File: config.mk
export PLATFORM = sky130hd
export DESIGN_NAME = subtractive_rng_table_seeding_core
export DESIGN_NICKNAME = d
export VERILOG_FILES = /design/src/rtl/srts_pkg.sv /design/src/rtl/subtractive_rng_table_seeding_core.sv /design/src/rtl/srts_alu.sv /design/src/rtl/srts_table.sv /design/src/rtl/srts_seq.sv
export SDC_FILE = /design/constraint.sdc
export NUM_CORES = 2
export LEC_CHECK = 0
export BUFFER_PORTS_ARGS = -buffer_cell sky130_fd_sc_hd__buf_2
export CORE_UTILIZATION = 45
export CTS_CLUSTER_DIAMETER = 40
export CTS_CLUSTER_SIZE = 30
export DETAILED_ROUTE_END_ITERATION = 10
export PLACE_DENSITY_LB_ADDON = 0.15
export SLEW_MARGIN = 15
export SYNTH_ARGS = -nofsm -noshare
export SYNTH_HDL_FRONTEND = slang
export SYNTH_SLANG_ARGS = --single-unit
File: constraint.sdc
create_clock -name clk -period 8.2 [get_ports clk]
set_input_delay 0.41 -clock clk [delete_from_list [all_inputs] [get_ports clk]]
set_output_delay 0.41 -clock clk [all_outputs]
set_load 0.02 [all_outputs]
File: src/rtl/srts_pkg.sv
`timescale 1ns / 1ps
// Package for the subtractive generator table seeding core.
// Holds widths, constants, the sequencer state and the control structs; no dependencies.
package srts_pkg;

  localparam int SEED_W  = 31;
  localparam int WORD_W  = 30;
  localparam int IDX_W   = 6;

  localparam logic [SEED_W-1:0] SEED_MOD = 31'd161803398;
  localparam logic [SEED_W-1:0] WORD_MOD = 31'd1000000000;

  localparam logic [IDX_W-1:0] TABLE_LAST = 6'd55;
  localparam logic [IDX_W-1:0] STEP_LAST  = 6'd54;
  localparam logic [IDX_W-1:0] SCATTER    = 6'd21;
  localparam logic [IDX_W-1:0] LAG_SPLIT  = 6'd24;
  localparam logic [IDX_W-1:0] LAG_UP     = 6'd30;
  localparam logic [IDX_W-1:0] LAG_DOWN   = 6'd25;
  localparam logic [1:0]       PASS_LAST  = 2'd3;

  typedef enum logic [2:0] {
    ST_IDLE,
    ST_REDUCE,
    ST_INIT,
    ST_FILL,
    ST_MIX,
    ST_DRAIN,
    ST_EMIT
  } state_t;

  typedef enum logic {
    OP_WRAP,
    OP_COND
  } alu_op_t;

  typedef struct packed {
    logic             we;
    logic [IDX_W-1:0] waddr;
    logic             re;
    logic [IDX_W-1:0] raddr_a;
    logic [IDX_W-1:0] raddr_b;
  } mem_req_t;

  typedef struct packed {
    logic             load;
    logic [IDX_W-1:0] index;
    logic             last;
  } emit_t;

endpackage

File: src/rtl/subtractive_rng_table_seeding_core.sv
`timescale 1ns / 1ps
// Top level of the subtractive generator table seeding core.
// Depends on srts_pkg, srts_seq, srts_table and srts_alu.
//
// Usage:
//   Input channel (in_valid/in_ready, seed): one beat carries one seed.
//   Output channel (out_valid/out_ready, table_index, table_word, last_word):
//   each seed yields 55 beats, indexes 1 to 55 in order, last_word set on 55.
//   in_ready is high only while the sequencer is idle; one seed at a time.
//   From seed beat to first output beat: seed reduction (one conditional
//   subtract per cycle in the shared unit), setting word 55, filling the other
//   54 words, mixing (four passes of 54 read-subtract-write steps through the
//   dual-read table, plus one drain), then fetching word 1. Output runs at one
//   beat per cycle while the receiver is ready.
//   When the receiver stalls, the output register holds its beat and the
//   table read-out waits; no word is dropped.
//   Reset (rst, synchronous) returns the sequencer to idle and empties the
//   output register; table contents are not cleared.
module subtractive_rng_table_seeding_core (
  input  logic                          clk,
  input  logic                          rst,
  input  logic                          in_valid,
  output logic                          in_ready,
  input  logic [srts_pkg::SEED_W-1:0]   seed,
  output logic                          out_valid,
  input  logic                          out_ready,
  output logic [srts_pkg::IDX_W-1:0]    table_index,
  output logic [srts_pkg::WORD_W-1:0]   table_word,
  output logic                          last_word
);
  import srts_pkg::*;

  mem_req_t          mem_req;
  emit_t             emit;
  logic [WORD_W-1:0] wdata, rdata_a, rdata_b;
  logic              out_free;

  assign out_free = ~out_valid | out_ready;

  srts_seq u_seq (
    .clk      (clk),
    .rst      (rst),
    .start    (in_valid & in_ready),
    .seed     (seed),
    .out_free (out_free),
    .rdata_a  (rdata_a),
    .rdata_b  (rdata_b),
    .idle     (in_ready),
    .mem_req  (mem_req),
    .wdata    (wdata),
    .emit     (emit)
  );

  srts_table u_table (
    .clk     (clk),
    .req     (mem_req),
    .wdata   (wdata),
    .rdata_a (rdata_a),
    .rdata_b (rdata_b)
  );

  always_ff @(posedge clk) begin
    if (rst) begin
      out_valid <= 1'b0;
    end else if (emit.load) begin
      out_valid <= 1'b1;
    end else if (out_ready) begin
      out_valid <= 1'b0;
    end
  end

  always_ff @(posedge clk) begin
    if (emit.load) begin
      table_index <= emit.index;
      table_word  <= rdata_a;
      last_word   <= emit.last;
    end
  end

  a_last_on_final: assert property (@(posedge clk) disable iff (rst)
    out_valid |-> (last_word == (table_index == TABLE_LAST)))
    else $error("last_word does not match index 55");

  a_word_range: assert property (@(posedge clk) disable iff (rst)
    out_valid |-> ({1'b0, table_word} < WORD_MOD))
    else $error("table word not below one billion");

  a_index_advance: assert property (@(posedge clk) disable iff (rst)
    (out_valid && out_ready && !last_word) |=>
      (out_valid && table_index == $past(table_index) + 6'd1))
    else $error("output index did not advance by one");

  a_busy_after_seed: assert property (@(posedge clk) disable iff (rst)
    (in_valid && in_ready) |=> !in_ready)
    else $error("accepted a seed while busy");

endmodule

File: src/rtl/srts_alu.sv
`timescale 1ns / 1ps
// Shared subtract unit: wrapped difference modulo one billion, or conditional subtract.
// Depends on srts_pkg.
module srts_alu (
  input  srts_pkg::alu_op_t              op,
  input  logic [srts_pkg::SEED_W-1:0]    a,
  input  logic [srts_pkg::SEED_W-1:0]    b,
  output logic [srts_pkg::SEED_W-1:0]    res,
  output logic                           ge
);
  import srts_pkg::*;

  logic [SEED_W:0] diff;

  assign diff = {1'b0, a} - {1'b0, b};
  assign ge   = ~diff[SEED_W];

  always_comb begin
    case (op)
      OP_WRAP: res = ge ? diff[SEED_W-1:0] : diff[SEED_W-1:0] + WORD_MOD;
      OP_COND: res = ge ? diff[SEED_W-1:0] : a;
      default: res = a;
    endcase
  end

endmodule

File: src/rtl/srts_table.sv
`timescale 1ns / 1ps
// 55-word state table: one write port, two read ports with registered data.
// Depends on srts_pkg.
module srts_table (
  input  logic                          clk,
  input  srts_pkg::mem_req_t            req,
  input  logic [srts_pkg::WORD_W-1:0]   wdata,
  output logic [srts_pkg::WORD_W-1:0]   rdata_a,
  output logic [srts_pkg::WORD_W-1:0]   rdata_b
);
  import srts_pkg::*;

  logic [WORD_W-1:0] mem [55];

  always_ff @(posedge clk) begin
    if (req.we) begin
      mem[req.waddr] <= wdata;
    end
    if (req.re) begin
      rdata_a <= mem[req.raddr_a];
      rdata_b <= mem[req.raddr_b];
    end
  end

endmodule

File: src/rtl/srts_seq.sv
`timescale 1ns / 1ps
// Sequencer: seed reduction, scattered fill, four mixing passes and read-out.
// Depends on srts_pkg and srts_alu; drives the table port of srts_table.
module srts_seq (
  input  logic                          clk,
  input  logic                          rst,
  input  logic                          start,
  input  logic [srts_pkg::SEED_W-1:0]   seed,
  input  logic                          out_free,
  input  logic [srts_pkg::WORD_W-1:0]   rdata_a,
  input  logic [srts_pkg::WORD_W-1:0]   rdata_b,
  output logic                          idle,
  output srts_pkg::mem_req_t            mem_req,
  output logic [srts_pkg::WORD_W-1:0]   wdata,
  output srts_pkg::emit_t               emit
);
  import srts_pkg::*;

  state_t            state, state_next;
  logic [SEED_W-1:0] seed_reg;
  logic [WORD_W-1:0] prev_value, carry_value;
  logic [IDX_W-1:0]  pos, pos_next;
  logic [IDX_W-1:0]  step;
  logic [1:0]        pass;
  logic              wr_pend;
  logic [IDX_W-1:0]  wr_addr;
  logic [IDX_W:0]    pos_sum;
  logic [IDX_W-1:0]  other_addr;

  alu_op_t           alu_op;
  logic [SEED_W-1:0] alu_a, alu_b, alu_res;
  logic              alu_ge;

  srts_alu u_alu (
    .op  (alu_op),
    .a   (alu_a),
    .b   (alu_b),
    .res (alu_res),
    .ge  (alu_ge)
  );

  assign pos_sum    = {1'b0, pos} + {1'b0, SCATTER};
  assign pos_next   = (pos_sum >= {1'b0, TABLE_LAST}) ? IDX_W'(pos_sum - {1'b0, TABLE_LAST})
                                                      : pos_sum[IDX_W-1:0];
  assign other_addr = (step <= LAG_SPLIT) ? step + LAG_UP : step - LAG_DOWN;
  assign idle       = (state == ST_IDLE);

  always_comb begin
    alu_op = OP_WRAP;
    alu_a  = {1'b0, rdata_a};
    alu_b  = {1'b0, rdata_b};
    case (state)
      ST_REDUCE: begin
        alu_op = OP_COND;
        alu_a  = seed_reg;
        alu_b  = SEED_MOD;
      end
      ST_INIT: begin
        alu_a = SEED_MOD;
        alu_b = seed_reg;
      end
      ST_FILL: begin
        alu_a = {1'b0, prev_value};
        alu_b = {1'b0, carry_value};
      end
      default: ;
    endcase
  end

  always_comb begin
    state_next = state;
    case (state)
      ST_IDLE:   if (start) state_next = ST_REDUCE;
      ST_REDUCE: if (!alu_ge) state_next = ST_INIT;
      ST_INIT:   state_next = ST_FILL;
      ST_FILL:   if (step == STEP_LAST) state_next = ST_MIX;
      ST_MIX:    if (step == STEP_LAST && pass == PASS_LAST) state_next = ST_DRAIN;
      ST_DRAIN:  state_next = ST_EMIT;
      ST_EMIT:   if (out_free && step == TABLE_LAST) state_next = ST_IDLE;
      default:   state_next = ST_IDLE;
    endcase
  end

  always_comb begin
    mem_req    = '0;
    wdata      = alu_res[WORD_W-1:0];
    emit.load  = 1'b0;
    emit.index = step;
    emit.last  = (step == TABLE_LAST);
    case (state)
      ST_INIT: begin
        mem_req.we    = 1'b1;
        mem_req.waddr = STEP_LAST;
      end
      ST_FILL: begin
        mem_req.we    = 1'b1;
        mem_req.waddr = pos - 6'd1;
        wdata         = carry_value;
      end
      ST_MIX: begin
        mem_req.we      = wr_pend;
        mem_req.waddr   = wr_addr;
        mem_req.re      = 1'b1;
        mem_req.raddr_a = step - 6'd1;
        mem_req.raddr_b = other_addr;
      end
      ST_DRAIN: begin
        mem_req.we    = wr_pend;
        mem_req.waddr = wr_addr;
        mem_req.re    = 1'b1;
      end
      ST_EMIT: begin
        emit.load       = out_free;
        mem_req.re      = out_free && (step != TABLE_LAST);
        mem_req.raddr_a = step;
        mem_req.raddr_b = step;
      end
      default: ;
    endcase
  end

  always_ff @(posedge clk) begin
    if (rst) begin
      state       <= ST_IDLE;
      prev_value  <= '0;
      carry_value <= '0;
      wr_pend     <= 1'b0;
    end else begin
      state   <= state_next;
      wr_pend <= (state == ST_MIX);
      case (state)
        ST_INIT: begin
          prev_value  <= alu_res[WORD_W-1:0];
          carry_value <= 30'd1;
        end
        ST_FILL: begin
          carry_value <= alu_res[WORD_W-1:0];
          prev_value  <= carry_value;
        end
        default: ;
      endcase
    end
  end

  always_ff @(posedge clk) begin
    case (state)
      ST_IDLE: begin
        if (start) seed_reg <= seed;
      end
      ST_REDUCE: begin
        if (alu_ge) seed_reg <= alu_res;
      end
      ST_INIT: begin
        pos  <= SCATTER;
        step <= 6'd1;
      end
      ST_FILL: begin
        pos <= pos_next;
        if (step == STEP_LAST) begin
          step <= 6'd1;
          pass <= 2'd0;
        end else begin
          step <= step + 6'd1;
        end
      end
      ST_MIX: begin
        wr_addr <= step - 6'd1;
        if (step == STEP_LAST) begin
          step <= 6'd1;
          pass <= pass + 2'd1;
        end else begin
          step <= step + 6'd1;
        end
      end
      ST_DRAIN: begin
        step <= 6'd1;
      end
      ST_EMIT: begin
        if (out_free && step != TABLE_LAST) step <= step + 6'd1;
      end
      default: ;
    endcase
  end

endmodule
Word-level counts from Yosys, hierarchy flattened
Memory sizes are Yosys's and may differ from the RTL's. A register that Yosys moved wholly into a read port is not among the register bits. Index checks and enable logic that the tools add are counted.

Flip-flop bits (word level): 153. Memory bits (writable): 1650. Output and inout port bits: 39. Word-level logic and storage cells: 99. Memories: 1.

Add/sub/neg operators: 10. Magnitude comparators: 2. Eq/ne operators: 18. Muxes and demuxes: 35. Bitwise gates (word level): 4. Reduce and logical (&&, ||, !) cells: 16.

Memories: u_table.mem (words 55, bits a word 30, rd ports 2, clocked after Yosys merged registers in 2, write ports 1, line srts_table.sv:13) `logic [WORD_W-1:0] mem [55];`.

Operators by type and width (number): $pmux W31 S3 (2); $mux W31 (4); $pmux W31 S2 (2); $pmux W30 S2 (2); $sub A31 B31 Y32 (1); $add A31 B30 Y31 const B (1); $mux W30 (1); $mux W6 (4); $pmux W12 S2 (1); $pmux W3 S7 (1); $pmux W7 S3 (1); $pmux W6 S3 (1); $mux W3 (5); $eq A6 B6 Y1 const B (2); $ne A2 B1 Y1 const B (6); $pmux W6 S2 (1); $sub A6 B1 Y6 const B (2); $eq A3 B3 Y1 const B (3); $reduce_bool A2 Y1 (4); $add A6 B5 Y7 const B (1); $ge A7 B6 Y1 const B (1); $add A6 B1 Y6 const B (1); $add A6 B5 Y6 const B (1); $eq A3 B2 Y1 const B (2); other kinds (22) (35).

Logic depth before layout (Yosys ltp)
Word-level depth: 8. Depth in mapped cells: 24. Gate-level depth less buffers: 21.

Hierarchy
A second synthesis with hierarchy kept.

Cells, all modules: 5308. Area total of the unflattened synthesis: 90045.1 µm².

Modules (own cells, without submodules): srts_table (instances 1, cells an instance 3900, area an instance 78378.9 µm²); srts_seq (instances 1, cells an instance 902, area an instance 7475.9 µm²); srts_alu (instances 1, cells an instance 464, area an instance 3026.7 µm²); subtractive_rng_table_seeding_core (instances 1, cells an instance 42, area an instance 1163.6 µm²).

Worst setup path after synthesis
Ideal clock, no wire load.

Kind: register to register. Start point: register u_seq.state[1]. End point: memory u_table.mem[0][22] (data pin). Setup time: 0.632 ns. Data arrival time: 7.495 ns. Setup slack: 0.074 ns. Cell stages (with the launch flop): 22. Path buffers: 9. Clock period less this slack: 8.126 ns. Cells stage by stage: dfxtp_1 > clkbuf_1 > buf_1 > clkbuf_1 > buf_1 > buf_1 > clkbuf_1 > mux2i_1 > a21oi_1 > ha_1 > buf_2 > nand2_1 > a211oi_2 > o21ai_2 > a211oi_2 > o211ai_1 > a31oi_1 > clkbuf_1 > clkbuf_1 > and2_1 > a21oi_1 > o21ai_0.

Word-level cells in the longest chain between the ends: 7.

RTL lines: start: declaration (line srts_seq.sv:19) `state_t state, state_next;`; start signal: assignment (line srts_seq.sv:129) `state <= state_next;`; $eq A3 B2 Y1, or another cell as far along (line srts_seq.sv:52, srts_seq.sv:90); $pmux W31 S3 (line srts_seq.sv:52) `case (state)`; $sub A31 B31 Y32 (line srts_alu.sv:15) `assign diff = {1'b0, a} - {1'b0, b};`; $add A31 B30 Y31 (line srts_alu.sv:20) `OP_WRAP: res = ge ? diff[SEED_W-1:0] : diff[SEED_W-1:0] + WORD_MOD;`; $mux W31 (line srts_alu.sv:20); $pmux W31 S2 (line srts_alu.sv:19) `case (op)`; $mux W30 * (line srts_seq.sv:90) `case (state)`; named net u_seq.wdata, one bit (line srts_seq.sv:14) `output logic [srts_pkg::WORD_W-1:0] wdata,`; end: declaration (line srts_table.sv:13).

The timed path passes the listed nets; every way through them passes the cells marked *.

Worst setup path in the final report
Start point: register u_seq.state[2]. End point: memory u_table.mem[51][29] (data pin).

The elaborated chain is that of the path after synthesis.

==> results.py <==
metrics = {
    "status": {
        "status": "finished, final reports clean",
    },
    "clock_network": {
        "cts-root-buf": "clkbuf_16",
        "cts_tree": "yes",
        "cts_buffers": 316,
        "htree_levels": 5,
        "cts.sinks": 1863,
        "clock_latency_ns": 0.97,
        "clockBufferDepth": 4,
        "path_clk_slew_ns": 0.06,
    },
    "detailed_routing": {
        "drtIter0Drc": 12400,
        "dr.pass1.iters": 9,
        "drcViolationCount": 0,
        "ant_nets": 0,
        "routed_wl_mm": 357,
        "avgViaCountPerCell": 6.50,
        "wl_per_cell_um": 28.5,
        "vias": 81600,
    },
    "grt": {
        "grt_pass1_wl_mm": 515,
        "grt_overflow": 0,
        "track_usage_pct": 33.1,
        "antenna_found_initial": 14,
        "grt_max_degree": 133,
        "grt_use_met3_pct": 8.75,
        "grtUsageMet1_pct": 43.6,
        "grt_pass1_vias": 77300,
        "top_usage_layer": "met2",
        "grt_use_met2_pct": 51.1,
    },
    "power": {
        "clockPowerShare_pct": 25.3,
        "p_sw_mw": 20.1,
        "combPwrFrac_pct": 35.8,
        "p_seq_share_pct": 38.9,
        "p_per_area_nw_per_um2": 483,
        "switching_share_pct": 38.3,
        "max-vdd-ir-drop_mv": 0.649,
        "p_int_mw": 32.3,
        "leakagePower_nw": 38.9,
    },
    "timing": {
        "final.setup.tns_ns": 0,
        "drv_slew": 0,
        "worst_pin_slew_ns": 1.40,
        "setup_ws_ns": 0.985,
        "min_period_ns": 7.21,
        "max_slew_margin_pct": 6.12,
        "finalSetupViolCount": 0,
        "post-route-period-util_pct": 88.0,
        "rsz0062_at_grt": "false",
        "max_freq_ghz": 0.139,
        "clock_skew_ns": 0.0653,
        "finalHoldViolCount": 0,
    },
    "finish": {
        "nets": 9710,
        "largest_register_ffs": 1650,
        "syn2layout_area_growth_pct": 16.0,
        "drive_gt1_share_pct": 10.2,
    },
    "yosys": {
        "ys_seq_elements": 1863,
        "synth_edf_count": 1798,
        "ys_warn_count": 0,
        "post_synth_num_cell_types": 81,
        "avgSynthCellArea_um2": 9.59,
        "ys.flop_type": "edfxtp_1",
        "synthCells": 9751,
        "yosysSeqAreaShare_pct": 59.1,
        "synthesis.nets": 9829,
        "synthArstFlopShare_pct": 0,
        "synth.cell_area_um2": 93500,
    },
    "place": {
        "portBuffers": 73,
        "globalplace.congestion": 0.920,
        "place_ws_ns": 1.09,
        "dp_hpwl_mm": 204,
    },
    "hold_path": {
        "whs_path_depth": 3,
        "hp-class": "primary input to flip-flop",
    },
    "floorplan": {
        "ios": 74,
        "core_um2": 206000,
        "start_util_pct": 45.5,
        "rows": 166,
        "die_y_um": 458,
        "dieArea_um2": 210000,
        "die_x_um": 458,
    },
    "job": {
        "cap_violations": 0,
    },
    "setup_path": {
        "path_class": "flip-flop to flip-flop",
        "crit_path_end_kind": "flip-flop",
        "arrival_ns": 7.99,
        "required_ns": 8.98,
        "reg2regPathDepth": 21,
        "crit_fanout": 35,
        "cp-start-kind": "flip-flop",
    },
}
power by group through the flow:
stage | clock, mW | combinational, mW | sequential, mW
4_1_cts | 13.4 | 18.1 | 20.4
5_1_grt | 13.8 | 19.9 | 20.4
3_5_place_dp | 0 | 18.0 | 20.6
6_report | 13.3 | 18.8 | 20.4
3_3_place_gp | 0 | 17.6 | 20.6
2_1_floorplan | 0 | 9.81 | 20.7
Yosys cell counts (27+ instances only):
library cell	instances	area, um2
nand2_1	3407	12800
edfxtp_1	1798	54000
nand3_1	1478	7400
clkbuf_1	704	2640
a311oi_1	489	4280
a21oi_1	311	1560
and3_1	245	1530
nor2_1	238	893
a31oi_1	146	913
o21ai_0	103	515
buf_1	97	364
nor3_1	76	380
mux2i_1	69	691
a211oi_1	66	495
o211ai_1	66	495
dfxtp_1	65	1300
ha_1	42	526
xnor2_1	35	307
a22oi_1	27	203
layer usage:
layer	wire length [um]	vias to the layer above
met3	46100	1005
met5	14	-
li1	-	35100
met1	136000	39600
met2	159000	5857
met4	16000	2
kinds of logic after synthesis:
group | share of synthesized area, %
simple gates | 25.2
flops | 59.1
compound gates | 10.2
buf+inv | 3.37
mux | 1.03
xor+xnor | 0.551
fa+ha+maj | 0.583
what timing repair did:
action                    in CTS  in global routing
gates resized for setup        0                  0
hold endpoints to repair      33                  0
hold buffers                  33                  0
buffers inserted               0                  0
critical path: stages, from the launching register on:
cell and delay, ns:
dfxtp_1 0.81, nand2b_1 0.62, nor2_1 0.12, a21oi_1 0.25, ha_1 0.26, inv_1 0.08, fa_1 0.47, a21o_1 0.23
a221oi_4 0.44, o21ai_0 0.22, a31oi_1 0.24, xnor2_1 0.11, ha_1 0.26, nor2b_1 0.12, mux2i_1 0.11, a311o_1 0.39
a21boi_4 0.32, o21ai_2 0.14, or4_1 0.53, and3_4 0.21, nor2_4 0.78, buf_4 0.31
layout by cell type (no fill, tap or decap), drive strengths merged, types with 4 or more instances in the layout:
| master | instances |
|---|---|
| o22ai | 20 |
| dfxtp | 65 |
| nor4 | 6 |
| o211ai | 66 |
| mux2i | 69 |
| bufinv | 35 |
| clkinvlp | 32 |
| and3 | 247 |
| xnor2 | 36 |
| edfxtp | 1798 |
| xor2 | 22 |
| buf | 339 |
| nor2 | 238 |
| or3 | 8 |
| ha | 42 |
| o22a | 4 |
| clkinv | 80 |
| nand3 | 1478 |
| a211oi | 68 |
| or4 | 5 |
| a31oi | 146 |
| a21o | 17 |
| nor2b | 13 |
| a311oi | 490 |
| nand4 | 7 |
| o21ai | 112 |
| a21oi | 312 |
| mux2 | 24 |
| nor3 | 76 |
| dlygate4sd3 | 33 |
| nand2 | 3407 |
| a22oi | 27 |
| o211a | 6 |
| o31ai | 7 |
| nand2b | 15 |
| inv | 78 |
| o21a | 16 |
| clkbuf | 354 |
| and2 | 17 |
path summary, 6_finish.rpt:
kind              slack [ns]                from                     to
setup / recovery        0.99      u_seq.state[2]    u_table.mem[51][29]
hold / removal          0.12                 rst  u_seq.carry_value[19]
setup reg to reg        0.99      u_seq.state[2]    u_table.mem[51][29]
hold reg to reg         0.45  u_table.rdata_a[0]          table_word[0]
layout make-up:
cell class	instances	area (um2)
sequential	1863	55300
clock buffer	354	8190
tap	2688	3360
inverter	28	105
timing repair buffer	372	3240
multi-input combinational	7051	36000
antenna	3	7.51
clock inverter	197	2320
fill	17600	97100
stage by stage:
step	instances	cell area [um2]	util, %	hold WS (ns)	total power [mW]
global placement	12000	97500	47.4	0.457	38.2
floorplan	9751	93500	-	0.424	30.5
global route	12600	108000	52.8	0.120	54.1
detailed placement	12000	97600	47.5	0.443	38.6
CTS	12600	108000	52.7	0.0772	51.9
finish	12600	108000	52.8	0.121	52.5
(Power assumes the default switching activity.)
